===== src/hdl/hsvc_pkg.sv =====
package hsvc_pkg;

  // one input transaction
  typedef struct packed {
    logic [8:0] hue_degrees;
    logic [6:0] saturation_pct;
    logic [7:0] bright_level;
  } in_item_t;

  // one result transaction
  typedef struct packed {
    logic [7:0] red;
    logic [7:0] green;
    logic [7:0] blue;
  } out_item_t;

  // hue sectors, NONE is a hue past the full circle
  typedef enum logic [2:0] {
    SEC_RED     = 3'd0,
    SEC_YELLOW  = 3'd1,
    SEC_GREEN   = 3'd2,
    SEC_CYAN    = 3'd3,
    SEC_BLUE    = 3'd4,
    SEC_MAGENTA = 3'd5,
    SEC_NONE    = 3'd6
  } sector_t;

  localparam int unsigned CHAN_W = 8;
  localparam int unsigned QUOT_W = CHAN_W;

  localparam logic [7:0]  FULL_LEVEL_RST = 8'd100;
  localparam logic [7:0]  FULL_SCALE     = 8'd255;
  localparam logic [8:0]  HUE_SECTOR_DEG = 9'd60;
  localparam logic [8:0]  HUE_WRAP_DEG   = 9'd360;

  // sat * 255 / 100 as one multiply by ceil(2^19 * 255 / 100), exact over 0..127
  localparam logic [20:0] SAT_RECIP  = 21'd1336935;
  localparam int unsigned SAT_SHIFT  = 19;
  // x / 60 as multiply by ceil(2^20 / 60), exact for x below 2^14
  localparam logic [14:0] RAMP_RECIP = 15'd17477;
  localparam int unsigned RAMP_SHIFT = 20;

  // accept edge to the edge that takes the result
  localparam int unsigned PIPE_LATENCY = 8;

endpackage


===== src/hdl/hsv_to_rgb_converter.sv =====
// hsv to rgb converter, integer six-sector scheme
// input: a transaction is taken at each rising edge with start high and busy
//   low; busy is always low, so one pixel can enter every clock
// in_data carries hue in degrees, saturation in percent and a brightness level
// config: cfg_wr_en/cfg_wr_data write full_level, the level that maps to 255;
//   write it only while no transaction is in flight
// output: out_strobe marks out_data for exactly one cycle, PIPE_LATENCY (8)
//   clock edges after the accepting edge; one result per input, in order
// throughput: one transaction per clock; the latency is set by the two-stage
//   restoring divider for the brightness scale and by three multiplies in
//   series (low level, ramp product, divide by sixty)
// reset: rst_n low at a clock edge empties the pipeline and sets full_level
//   to 100; transactions in flight are dropped
// the receiver cannot stall, so nothing in the pipeline ever waits
module hsv_to_rgb_converter (
  input  logic                 clk,
  input  logic                 rst_n,
  input  logic                 start,
  output logic                 busy,
  input  hsvc_pkg::in_item_t   in_data,
  input  logic                 cfg_wr_en,
  input  logic [7:0]           cfg_wr_data,
  output logic                 out_strobe,
  output hsvc_pkg::out_item_t  out_data
);
  import hsvc_pkg::*;

  typedef struct packed {
    sector_t    sec;
    logic [5:0] hue_off;
    logic [7:0] sat;
    logic       grey;
    logic       vsat;
  } side_t;

  localparam int unsigned STAGES = 8;

  logic [7:0]            full_level_r;
  logic [STAGES-1:0]     vld_r;
  logic [STAGES-1:0]     vld_nxt;

  side_t                 side_nxt;
  side_t                 side1_r, side2_r, side3_r, side4_r, side5_r, side6_r, side7_r;
  logic [15:0]           dividend_nxt;
  logic [15:0]           dividend1_r;
  logic [7:0]            divisor_nxt;
  logic [7:0]            divisor1_r;
  logic [7:0]            quot;

  logic [7:0]            hi_nxt;
  logic [7:0]            hi4_r, hi5_r, hi6_r, hi7_r;
  logic [15:0]           lo_prod4_r;
  logic [16:0]           lo_sum;
  logic [7:0]            lo_nxt;
  logic [7:0]            lo5_r, lo6_r, lo7_r;
  logic [7:0]            diff5_r;
  logic [13:0]           ramp_prod6_r;
  logic [28:0]           ramp_full;
  logic [7:0]            ramp7_r;

  out_item_t             out_nxt;
  out_item_t             out_r;
  side_t                 side8_r;

  // configuration register
  always_ff @(posedge clk) begin
    if (!rst_n) begin
      full_level_r <= FULL_LEVEL_RST;
    end else if (cfg_wr_en) begin
      full_level_r <= cfg_wr_data;
    end
  end

  // valid bits travel with the data
  assign vld_nxt = {vld_r[STAGES-2:0], start & ~busy};

  always_ff @(posedge clk) begin
    if (!rst_n) begin
      vld_r <= '0;
    end else begin
      vld_r <= vld_nxt;
    end
  end

  // stage 1: hue sector, saturation scale, brightness dividend
  always_comb begin
    logic [8:0]  h;
    logic [8:0]  base;
    logic [27:0] sat_prod;
    logic [8:0]  sat_raw;
    h = in_data.hue_degrees;
    if (h < HUE_SECTOR_DEG) begin
      side_nxt.sec = SEC_RED;     base = 9'd0;
    end else if (h < 9'(2 * HUE_SECTOR_DEG)) begin
      side_nxt.sec = SEC_YELLOW;  base = HUE_SECTOR_DEG;
    end else if (h < 9'(3 * HUE_SECTOR_DEG)) begin
      side_nxt.sec = SEC_GREEN;   base = 9'(2 * HUE_SECTOR_DEG);
    end else if (h < 9'(4 * HUE_SECTOR_DEG)) begin
      side_nxt.sec = SEC_CYAN;    base = 9'(3 * HUE_SECTOR_DEG);
    end else if (h < 9'(5 * HUE_SECTOR_DEG)) begin
      side_nxt.sec = SEC_BLUE;    base = 9'(4 * HUE_SECTOR_DEG);
    end else if (h < HUE_WRAP_DEG) begin
      side_nxt.sec = SEC_MAGENTA; base = 9'(5 * HUE_SECTOR_DEG);
    end else if (h == HUE_WRAP_DEG) begin
      side_nxt.sec = SEC_RED;     base = HUE_WRAP_DEG;
    end else begin
      side_nxt.sec = SEC_NONE;    base = h;
    end
    side_nxt.hue_off = 6'(h - base);

    sat_prod      = 28'(in_data.saturation_pct) * 28'(SAT_RECIP);
    sat_raw       = sat_prod[SAT_SHIFT +: 9];
    side_nxt.sat  = (sat_raw > {1'b0, FULL_SCALE}) ? FULL_SCALE : sat_raw[7:0];
    side_nxt.grey = (in_data.saturation_pct == 7'd0);

    // level * 255, full_level of zero divides as one
    dividend_nxt  = {in_data.bright_level, 8'd0} - 16'(in_data.bright_level);
    divisor_nxt   = (full_level_r == 8'd0) ? 8'd1 : full_level_r;
    side_nxt.vsat = (dividend_nxt[15:8] >= divisor_nxt);
  end

  always_ff @(posedge clk) begin
    side1_r     <= side_nxt;
    dividend1_r <= dividend_nxt;
    divisor1_r  <= divisor_nxt;
  end

  // stages 2 and 3: brightness divide
  hsvc_div u_div (
    .clk         (clk),
    .dividend_in (dividend1_r),
    .divisor_in  (divisor1_r),
    .quot_out    (quot)
  );

  always_ff @(posedge clk) begin
    side2_r <= side1_r;
    side3_r <= side2_r;
  end

  // stage 4: value and low-level product
  assign hi_nxt = side3_r.vsat ? FULL_SCALE : quot;

  always_ff @(posedge clk) begin
    side4_r    <= side3_r;
    hi4_r      <= hi_nxt;
    lo_prod4_r <= 16'(FULL_SCALE - side3_r.sat) * 16'(hi_nxt);
  end

  // stage 5: divide by 255 and ramp span
  assign lo_sum = 17'(lo_prod4_r) + 17'(lo_prod4_r[15:8]) + 17'd1;
  assign lo_nxt = lo_sum[15:8];

  always_ff @(posedge clk) begin
    side5_r <= side4_r;
    hi5_r   <= hi4_r;
    lo5_r   <= lo_nxt;
    diff5_r <= hi4_r - lo_nxt;
  end

  // stage 6: ramp product
  always_ff @(posedge clk) begin
    side6_r      <= side5_r;
    hi6_r        <= hi5_r;
    lo6_r        <= lo5_r;
    ramp_prod6_r <= 14'(diff5_r) * 14'(side5_r.hue_off);
  end

  // stage 7: divide by sixty
  assign ramp_full = 29'(ramp_prod6_r) * 29'(RAMP_RECIP);

  always_ff @(posedge clk) begin
    side7_r <= side6_r;
    hi7_r   <= hi6_r;
    lo7_r   <= lo6_r;
    ramp7_r <= ramp_full[RAMP_SHIFT +: 8];
  end

  // stage 8: sector select
  always_comb begin
    logic [7:0] up;
    logic [7:0] down;
    up   = lo7_r + ramp7_r;
    down = hi7_r - ramp7_r;
    if (side7_r.grey) begin
      out_nxt = '{red: hi7_r, green: hi7_r, blue: hi7_r};
    end else begin
      case (side7_r.sec)
        SEC_RED:     out_nxt = '{red: hi7_r, green: up,    blue: lo7_r};
        SEC_YELLOW:  out_nxt = '{red: down,  green: hi7_r, blue: lo7_r};
        SEC_GREEN:   out_nxt = '{red: lo7_r, green: hi7_r, blue: up};
        SEC_CYAN:    out_nxt = '{red: lo7_r, green: down,  blue: hi7_r};
        SEC_BLUE:    out_nxt = '{red: up,    green: lo7_r, blue: hi7_r};
        SEC_MAGENTA: out_nxt = '{red: hi7_r, green: lo7_r, blue: down};
        default:     out_nxt = '{red: 8'd0,  green: 8'd0,  blue: 8'd0};
      endcase
    end
  end

  always_ff @(posedge clk) begin
    out_r   <= out_nxt;
    side8_r <= side7_r;
  end

  assign busy       = 1'b0;
  assign out_strobe = vld_r[STAGES-1];
  assign out_data   = out_r;

  // every accepted transaction comes out after the fixed latency
  a_latency: assert property (@(posedge clk) disable iff (!rst_n)
    (start && !busy) |-> ##PIPE_LATENCY out_strobe)
    else $error("accepted transaction did not produce a result");

  // no result without an accepted transaction
  a_no_spurious: assert property (@(posedge clk) disable iff (!rst_n)
    out_strobe |-> $past(start && !busy, PIPE_LATENCY))
    else $error("result strobe without a matching transaction");

  // zero saturation always gives grey
  a_grey: assert property (@(posedge clk) disable iff (!rst_n)
    (out_strobe && side8_r.grey) |->
      (out_data.red == out_data.green && out_data.green == out_data.blue))
    else $error("zero saturation result is not grey");

endmodule


===== src/hdl/hsvc_div.sv =====
module hsvc_div (
  input  logic                          clk,
  input  logic [2*hsvc_pkg::QUOT_W-1:0] dividend_in,
  input  logic [hsvc_pkg::QUOT_W-1:0]   divisor_in,
  output logic [hsvc_pkg::QUOT_W-1:0]   quot_out
);
  import hsvc_pkg::*;

  localparam int unsigned HALF = QUOT_W / 2;

  logic [QUOT_W-1:0] rem_a_nxt;
  logic [HALF-1:0]   q_hi_nxt;
  logic [QUOT_W-1:0] rem_a_r;
  logic [HALF-1:0]   q_hi_r;
  logic [HALF-1:0]   low_bits_r;
  logic [QUOT_W-1:0] divisor_r;
  logic [HALF-1:0]   q_lo_nxt;
  logic [QUOT_W-1:0] quot_r;

  // upper quotient bits, restoring steps, remainder starts at the top byte
  always_comb begin
    logic [QUOT_W:0]   trial;
    logic [QUOT_W-1:0] rem;
    rem      = dividend_in[2*QUOT_W-1:QUOT_W];
    q_hi_nxt = '0;
    for (int i = HALF - 1; i >= 0; i--) begin
      trial = {rem, dividend_in[HALF + i]};
      if (trial >= {1'b0, divisor_in}) begin
        rem         = QUOT_W'(trial - {1'b0, divisor_in});
        q_hi_nxt[i] = 1'b1;
      end else begin
        rem = trial[QUOT_W-1:0];
      end
    end
    rem_a_nxt = rem;
  end

  always_ff @(posedge clk) begin
    rem_a_r    <= rem_a_nxt;
    q_hi_r     <= q_hi_nxt;
    low_bits_r <= dividend_in[HALF-1:0];
    divisor_r  <= divisor_in;
  end

  // lower quotient bits
  always_comb begin
    logic [QUOT_W:0]   trial;
    logic [QUOT_W-1:0] rem;
    rem      = rem_a_r;
    q_lo_nxt = '0;
    for (int i = HALF - 1; i >= 0; i--) begin
      trial = {rem, low_bits_r[i]};
      if (trial >= {1'b0, divisor_r}) begin
        rem         = QUOT_W'(trial - {1'b0, divisor_r});
        q_lo_nxt[i] = 1'b1;
      end else begin
        rem = trial[QUOT_W-1:0];
      end
    end
  end

  always_ff @(posedge clk) begin
    quot_r <= {q_hi_r, q_lo_nxt};
  end

  assign quot_out = quot_r;

endmodule

===== config.mk =====
export PLATFORM = sky130hd
export DESIGN_NAME = hsv_to_rgb_converter
export DESIGN_NICKNAME = d
export VERILOG_FILES = /design/src/hdl/hsvc_pkg.sv /design/src/hdl/hsv_to_rgb_converter.sv /design/src/hdl/hsvc_div.sv
export SDC_FILE = /design/constraint.sdc
export NUM_CORES = 1
export LEC_CHECK = 0
export BUFFER_PORTS_ARGS = -buffer_cell sky130_fd_sc_hd__buf_2
export CAP_MARGIN = 15
export CORE_ASPECT_RATIO = 0.9
export CORE_MARGIN = 2
export CORE_UTILIZATION = 47
export DETAILED_ROUTE_END_ITERATION = 7
export GPL_ROUTABILITY_DRIVEN = 0
export GPL_TIMING_DRIVEN = 0
export HOLD_SLACK_MARGIN = 0.15
export PLACE_DENSITY = 0.74
export RECOVER_POWER = 50
export REMOVE_ABC_BUFFERS = 1
export SLEW_MARGIN = 20
export SYNTH_ARGS = -nofsm -noshare
export SYNTH_HDL_FRONTEND = slang
export SYNTH_SLANG_ARGS = --single-unit

===== constraint.sdc =====
create_clock -name clk -period 12 [get_ports clk]
set_input_delay 1.2 -clock clk [delete_from_list [all_inputs] [get_ports clk]]
set_output_delay 1.2 -clock clk [all_outputs]
set_load 0.01 [all_outputs]

==> results of run 1 <==
-- placed cells by master (no fill, tap or decap), types with 7 or more instances in the layout --
| cell type | n |
|---|---|
| inv_6 | 9 |
| mux2_2 | 17 |
| nor2b_1 | 37 |
| clkinv_2 | 7 |
| a21o_1 | 47 |
| and2_1 | 31 |
| xor2_1 | 31 |
| mux2i_1 | 23 |
| ha_1 | 316 |
| fa_1 | 109 |
| o211ai_1 | 11 |
| clkbuf_16 | 30 |
| a21oi_1 | 96 |
| a211oi_1 | 12 |
| o21a_1 | 19 |
| o21ai_0 | 78 |
| dfxtp_1 | 279 |
| nand3_1 | 24 |
| a21boi_0 | 7 |
| nor3_1 | 23 |
| inv_1 | 259 |
| nor2_1 | 120 |
| and2_0 | 9 |
| xnor2_1 | 64 |
| o21ai_1 | 8 |
| nand2b_1 | 20 |
| or3_1 | 7 |
| nand2_1 | 101 |
| or2_2 | 38 |
| buf_2 | 58 |
| nand4_1 | 15 |
| and3_1 | 13 |
| o21bai_1 | 21 |
-- flip-flops by register name (all words and copies together), names as in the netlist, 8 cells and up --
register and count:
hi6_r 8, u_div.quot_out 8, dividend1_r 16, divisor1_r 8
side5_r 10, vld_r 8, side1_r 19, side3_r 19
diff5_r 8, side4_r 10, lo5_r 8, hi5_r 8
u_div.rem_a_r 8, hi4_r 8, ramp_prod6_r 14, lo6_r 8
lo_prod4_r 16, full_level_r 8, side2_r 19, out_data 24
lo7_r 8, ramp7_r 8, u_div.divisor_r 8, hi7_r 8
-- worst paths after layout --
check,startpoint,to,slack [ns],depth (start not counted)
worst min-delay path,side1_r[6]$_SDFF_PN1_,side2_r[6]$_DFF_P_,0.31,0
worst max-delay path,divisor1_r[1]$_DFF_P_,u_div.rem_a_r[3]$_DFF_P_,2.47,35
worst max register to register,divisor1_r[1]$_DFF_P_,u_div.rem_a_r[3]$_DFF_P_,2.47,35
worst min register to register,side1_r[6]$_SDFF_PN1_,side2_r[6]$_DFF_P_,0.31,0
-- cell usage after synthesis, types with 4 or more instances --
master | instances | area, µm²
ha_1 | 316 | 3950
dfxtp_1 | 283 | 5670
inv_1 | 259 | 972
nor2_1 | 120 | 450
fa_1 | 109 | 2180
nand2_1 | 101 | 379
a21oi_1 | 96 | 480
o21ai_0 | 78 | 390
xnor2_1 | 64 | 561
a21o_1 | 47 | 353
and2_1 | 40 | 250
or2_2 | 38 | 238
nor2b_1 | 37 | 231
clkbuf_1 | 32 | 120
xor2_1 | 31 | 272
nand3_1 | 24 | 120
mux2i_1 | 23 | 230
nor3_1 | 23 | 115
o21bai_1 | 21 | 158
nand2b_1 | 20 | 125
o21a_1 | 19 | 143
mux2_2 | 17 | 191
nand4_1 | 15 | 93.8
and3_1 | 13 | 81.3
a211oi_1 | 12 | 90.1
o211ai_1 | 11 | 82.6
o21ai_1 | 8 | 40.0
a21boi_0 | 7 | 52.6
or3_1 | 7 | 43.8
a31oi_1 | 6 | 37.5
o31a_1 | 6 | 52.6
buf_1 | 5 | 18.8
nor4_1 | 5 | 31.3
o221ai_1 | 5 | 43.8
o311ai_0 | 5 | 43.8
o31ai_1 | 5 | 37.5
a2111oi_0 | 4 | 35.0
a221o_1 | 4 | 40.0
and4_1 | 4 | 35.0
mux2_4 | 4 | 60.1
-- metrics by stage --
step / setup WS [ns] / instances / instance area, µm² / hold slack, ns / utilization (%)
final: 2.47 / 2608 / 20900 / 0.312 / 51.8
after global routing: 1.79 / 2608 / 20900 / 0.327 / 51.8
after CTS: 2.59 / 2608 / 20900 / 0.298 / 51.8
after detailed placement: 2.66 / 2552 / 19900 / 0.312 / 49.4
after global placement: 2.94 / 2551 / 19900 / 0.310 / 49.3
after floorplan: 4.32 / 1951 / 18900 / 0.310 / -
-- routing by layer --
metal  GRT usage (%)  up-vias  part of all wire, %  wire (µm)
met4            4.67        0                  1.8        666
met1            24.1     6670                   46      17600
met5               0        -                    0          0
li1                -     6870                    -          -
met3            2.63       60                  4.3       1630
met2            32.1      255                   48      18000
-- area by class of cell --
cell class,count,area [µm²],area share (%)
sequential,283,5670,27.1
inverter,263,987,4.72
multi-input combinational,1405,12300,58.7
tap,540,676,3.23
clock inverter,23,194,0.927
timing repair buffer,61,318,1.52
clock buffer,33,792,3.78
-- worst max-delay path, delay by kind of cell (launching register included) --
kind | cells | cell delay (ns)
AO/OA/AOI/OAI | 13 | 3.14
AND/OR/NAND/NOR | 12 | 2.69
adder cells (fa/ha/maj) | 4 | 1.32
multiplexers | 3 | 1.28
flip-flops | 1 | 0.47
buffers and inverters | 3 | 0.45
-- cells by family after synthesis --
logic type,count (synthesis),share of synthesized area [%]
AO/OA/AOI/OAI,373,12.9
XOR/XNOR,95,4.35
adder cells (fa/ha/maj),425,32.1
buffers and inverters,305,6.13
flip-flops,283,29.6
multiplexers,46,2.64
other,1,0.0196
AND/OR/NAND/NOR,465,12.3
==> results.cfg, run 1 <==
[run_status]
status = completed

[final_layout]
final_nets = 2505
syn_to_final_growth_pct = 9.41
drive_above_1_share_pct = 9.38
diodes = 0
nFillCells = 3520

[worst_setup_path]
crit_fanout = 15
endpoint_kind = register
worstSetupPathType = register to register
cpPeakStageDelay_ns = 0.63
cp.required_ns = 12.42
arrival_ns = 9.95
start_kind = register
slowest_stage = a2111oi_4
critPathMostFrequentCell = ha_1

[global_route]
first_global_vias = 14300
grt_max_degree = 50
grt_first_pass_wirelength_um = 66000
grt_overflow = 0
antenna_found_initial = 0
track_usage_pct = 18.5

[logic_synthesis]
async_flop_share_pct = 0
synth-seq-cells = 283
synth_edf_count = 0
yosysWarnings = 0
yosysSeqAreaShare_pct = 29.6
synth_area_um2 = 19100
avgSynthCellArea_um2 = 9.60
ys_dominant_reg_cell = dfxtp_1
synthCells = 1993
synthDistinctLibCells = 82

[min_path]
hp-class = register to register

[routing]
detail-route-antenna-nets = 0
vias = 13900
avgRoutedWirePerCell_um = 14.5
drt_iter0_drc = 656
vias_per_cell = 5.31
drt_wl_total_um = 37900
drcViolationCount = 0
dr.pass1.iters = 5

[sta]
period_needed_ns = 9.53
fin_crit_sh_pct = 79.4
maxSlewViolCount = 0
fmax_mhz = 105
tns_ns = 0
setup_viol = 0
hold_violations = 0
relSlewSlack_pct = 43.8
rsz0062_at_grt = no
worst_slew_pin_slew_ns = 0.844
skew_ns = 0.0210

[clocking]
insertion_delay_ns = 0.58
clk_pin_slew_worst_paths_ns = 0.06
cts_buffers = 30
cts_max_level = 1
clock-sinks = 283
clock_path_buffers = 3
cts_resized = 0
hold_buffers = 0
post-cts-setup-buffer-count = 0
cts_tree = built
cts_root_buffer = clkbuf_16

[job]
maxCapViolCount = 0

[die]
pin_count = 62
coreArea_um2 = 40400
die_w_um = 217
initial_core_util_pct = 47.4
dieArea_um2 = 42300
die_h_um = 195
rows = 70

[placed_design]
io_buffers = 60
dp_hpwl_um = 29800
Power of run 1 is left out: the tool's default activity adds up to more than one toggle a clock period on the data nets, which glitch-free logic cannot reach.
==> inputs of run 2 (changes only) <==
Settings changed: ABC_AREA from default to 1.
Clock period 12 ns to 9.2 ns, I/O delays scaled along.
==> results.cfg, run 2 <==
[logic_synthesis]
synth_edf_count = 0
synth_area_um2 = 19600
yosys-top-cells-count = nand2_1 (433), inv_1 (400), ha_1 (316), dfxtp_1 (283), nor2_1 (144)
yosysSeqAreaShare_pct = 28.9
ys_dominant_reg_cell = dfxtp_1
synth_area_leader_cell = dfxtp_1
avgSynthCellArea_um2 = 8.43
async_flop_share_pct = 0
yosysTopAreaCellShare_pct = 28.9
synth-seq-cells = 283
synthDistinctLibCells = 61
synthCells = 2328
yosysWarnings = 0
yosysMostFrequentCell = nand2_1
synth_area_leaders = dfxtp_1 (29%), ha_1 (20%), fa_1 (11%), nand2_1 (8.3%), inv_1 (7.7%)

[worst_setup_path]
cp.required_ns = 9.60
arrival_ns = 7.45
slowest_stage = dfxtp_1
start_kind = register
critPathMostFrequentCell = nand2_1
endpoint_kind = register
r2r_setup_slack_ns = 2.15
r2r_cells = 36
r2r-end = u_div.quot_out[0]$_DFF_P_
crit_fanout = 12
worstSetupPathType = register to register
reg2reg_from = u_div.divisor_r[1]$_DFF_P_
cpPeakStageDelay_ns = 0.43

[die]
die_w_um = 219
dieArea_um2 = 43400
coreArea_um2 = 41500
pin_count = 62
die_h_um = 198
rows = 71
initial_core_util_pct = 47.3

[placed_design]
io_buffers = 60
dp_hpwl_um = 32400
place_inst = 2910

[routing]
drt_wl_total_um = 39400
drcViolationCount = 0
vias = 15100
vias_per_cell = 5.08
dr.pass1.iters = 5
avgRoutedWirePerCell_um = 13.3
drt_iter0_drc = 969
detail-route-antenna-nets = 0

[clocking]
clock-sinks = 283
insertion_delay_ns = 0.57
cts_root_buffer = clkbuf_16
cts_resized = 0
cts_tree = built
clk_pin_slew_worst_paths_ns = 0.06
clock_path_buffers = 3
cts_buffers = 29
post-cts-setup-buffer-count = 0
hold_buffers = 0
cts_max_level = 1

[sta]
fmax_mhz = 142
rsz0062_at_grt = no
setup_viol = 0
relSlewSlack_pct = 42.4
period_needed_ns = 7.05
fin_crit_sh_pct = 76.6
skew_ns = 0.0227
hold_violations = 0
maxSlewViolCount = 0
tns_ns = 0
worst_slew_pin_slew_ns = 0.857

[global_route]
grt_first_pass_wirelength_um = 67900
grt_overflow = 0
grt_max_degree = 25
track_usage_pct = 18.6
antenna_found_initial = 0
first_global_vias = 15200

[final_layout]
drive_above_1_share_pct = 7.24
final_nets = 2855
diodes = 0
final_cell_mix = nand2_1 (433), inv_1 (400), ha_1 (316), dfxtp_1 (283), nor2_1 (144)
syn_to_final_growth_pct = 10.0
fin_cells = 2964
largest_reg_flops = 24
layout_commonest_cell = nand2_1

[job]
maxCapViolCount = 0

[min_path]
min_to = side2_r[6]$_DFF_P_
holdPathStages = 0
min-delay-start = side1_r[6]$_SDFF_PN1_
hp-class = register to register

[run_status]
status = completed
[run 2: cell type report]
class | count | area [µm²]
fillers | 3658 | 19900
flip-flops and latches | 283 | 5670
clock inverters | 22 | 387
inverters | 408 | 1540
multi-input cells | 1612 | 12300
well taps | 547 | 684
repair buffers | 60 | 298
clock buffers | 32 | 757
[run 2: worst max-delay path by stage]
stage | slack [ns] | to | startpoint | cells past startpoint
2_1_floorplan | 3.42 | u_div.rem_a_r[0]$_DFF_P_ | divisor1_r[1]$_DFF_P_ | 41
3_3_place_gp | 2.45 | u_div.quot_out[0]$_DFF_P_ | u_div.divisor_r[4]$_DFF_P_ | 35
3_5_place_dp | 2.24 | u_div.quot_out[0]$_DFF_P_ | u_div.divisor_r[6]$_DFF_P_ | 35
4_1_cts | 2.19 | u_div.quot_out[0]$_DFF_P_ | u_div.divisor_r[6]$_DFF_P_ | 35
5_1_grt | 1.37 | u_div.quot_out[0]$_DFF_P_ | u_div.divisor_r[6]$_DFF_P_ | 35
6_report | 2.15 | u_div.quot_out[0]$_DFF_P_ | u_div.divisor_r[1]$_DFF_P_ | 36
[run 2: worst max-delay path, delay by kind of cell, from the launching register on]
family                   cells  cell delay [ns]
adder cells (fa/ha/maj)      4             1.16
buffers and inverters        5             0.81
AND/OR/NAND/NOR             15             2.40
flip-flops                   1             0.43
AO/OA/AOI/OAI               12             2.09
[run 2: kinds of logic (layout without fill, tap and decap cells)]
family / after synthesis / count (layout) / share of synthesized area (%)
buffers and inverters: 433 / 522 / 8.61
other: 1 / 1 / 0.0191
xor gates and xnor gates: 101 / 101 / 4.51
and+or+nand+nor: 768 / 768 / 17.2
AOI/OAI and AO/OA: 317 / 317 / 9.49
DFF: 283 / 283 / 28.9
adders and majority gates: 425 / 425 / 31.3
[run 2: per-stage QoR]
stage | area [µm²] | hold slack [ns] | setup WS, ns | utilization [%]
2_1_floorplan | 19500 | 0.310 | 3.42 | -
3_3_place_gp | 20500 | 0.310 | 2.45 | 49.3
3_5_place_dp | 20500 | 0.312 | 2.24 | 49.3
4_1_cts | 21600 | 0.314 | 2.19 | 52.1
5_1_grt | 21600 | 0.318 | 1.37 | 52.1
6_report | 21600 | 0.317 | 2.15 | 52.1
[run 2: layer usage]
metal	part of all wire [%]	vias to the layer above	track usage [%]
met5	0	-	0
met4	2.9	0	6.26
met3	4.0	93	2.33
met2	49	342	33.3
met1	44	6942	23.0
li1	-	7686	-
Power of run 2 is left out for the same reason.
==> inputs of run 3 (changes only) <==
Clock period 9.2 ns to 7.4 ns, I/O delays scaled along.
==> results.cfg, run 3 (synthesis results as in run 2) <==
[worst_setup_path]
critPathTopFamily = simple AND/OR/NAND/NOR gates
slowest_stage = o311ai_0
cp.required_ns = 7.80
endpoint_kind = register
start_kind = register
cpPeakStageDelay_ns = 0.64
crit_fanout = 12
arrival_ns = 7.14
critPathMostFrequentCell = nand2_1
path_buf_inv = 8
worstSetupPathType = register to register

[global_route]
antenna_found_initial = 0
track_usage_pct = 18.6
grt_first_pass_wirelength_um = 67900
grt_overflow = 0
grt_max_degree = 25
first_global_vias = 15200

[clocking]
cts_root_buffer = clkbuf_16
cts_buffers = 29
hold_buffers = 0
clk_pin_slew_worst_paths_ns = 0.06
clock-sinks = 283
clock_path_buffers = 3
cts_max_level = 1
cts_tree = built
insertion_delay_ns = 0.57

[sta]
setup_viol = 0
maxSlewViolCount = 0
fin_crit_sh_pct = 91.2
period_needed_ns = 6.75
hold_violations = 0
relSlewSlack_pct = 44.5
worst_slew_pin_slew_ns = 0.826
skew_ns = 0.0222
fmax_mhz = 148

[routing]
vias = 15100
vias_per_cell = 5.09
avgRoutedWirePerCell_um = 13.3
drt_iter0_drc = 942
drcViolationCount = 0
drt_wl_total_um = 39400
detail-route-antenna-nets = 0
dr.pass1.iters = 5

[min_path]
hp-class = register to register

[final_layout]
largest_reg_flops = 24
stdcell_area_um2 = 21600
layout_commonest_cell = nand2_1
final_cell_mix = nand2_1 (432), inv_1 (400), ha_1 (316), dfxtp_1 (283), nor2_1 (144)
syn_to_final_growth_pct = 10.2
diodes = 0
final_nets = 2857
drive_above_1_share_pct = 7.32

[die]
die_w_um = 219
coreArea_um2 = 41500
dieArea_um2 = 43400
die_h_um = 198
initial_core_util_pct = 47.3
rows = 71
pin_count = 62

[placed_design]
dp_hpwl_um = 32400
io_buffers = 60
place_area_um2 = 20500

[job]
maxCapViolCount = 0

[run_status]
status = completed
==> run 3: worst paths after layout <==
path                                                   to                  startpoint  cells after the start  slack, ns
worst min-delay path                   side2_r[6]$_DFF_P_       side1_r[6]$_SDFF_PN1_                      0       0.32
worst min register to register         side2_r[6]$_DFF_P_       side1_r[6]$_SDFF_PN1_                      0       0.32
worst max-delay path            u_div.quot_out[0]$_DFF_P_  u_div.divisor_r[1]$_DFF_P_                     36       0.65
worst max register to register  u_div.quot_out[0]$_DFF_P_  u_div.divisor_r[1]$_DFF_P_                     36       0.65
==> run 3: metrics by stage <==
step	cells	utilization, %	hold WS, ns	setup TNS (ns)	setup WS [ns]
final	2966	52.1	0.317	0	0.653
after global routing	2966	52.1	0.318	-0.0193	-0.0193
after CTS	2964	52.1	0.314	0	0.391
after detailed placement	2910	49.3	0.312	0	0.443
after global placement	2910	49.3	0.310	0	0.647
after floorplan	2303	-	0.310	0	1.62
==> run 3: layout make-up <==
class	instances	area, µm²
repair buffers	62	310
fillers	3656	19900
inverters	408	1540
well taps	547	684
multi-input cells	1612	12300
clock buffers	32	757
flip-flops and latches	283	5670
clock inverters	22	387
==> run 3: repair_timing <==
| action | 4_1_cts | 5_1_grt |
|---|---|---|
| resized for setup | 0 | 5 |
| setup endpoints to repair | 0 | 10 |
| setup buffers | 0 | 2 |
==> run 3: metal layers <==
metal | GRT usage [%] | vias up | part of all wire, %
li1 | - | 7681 | -
met1 | 23.0 | 6985 | 45
met2 | 33.3 | 332 | 49
met3 | 2.33 | 90 | 3.9
met4 | 6.26 | 0 | 2.7
met5 | 0 | - | 0
Power of run 3 is left out for the same reason.
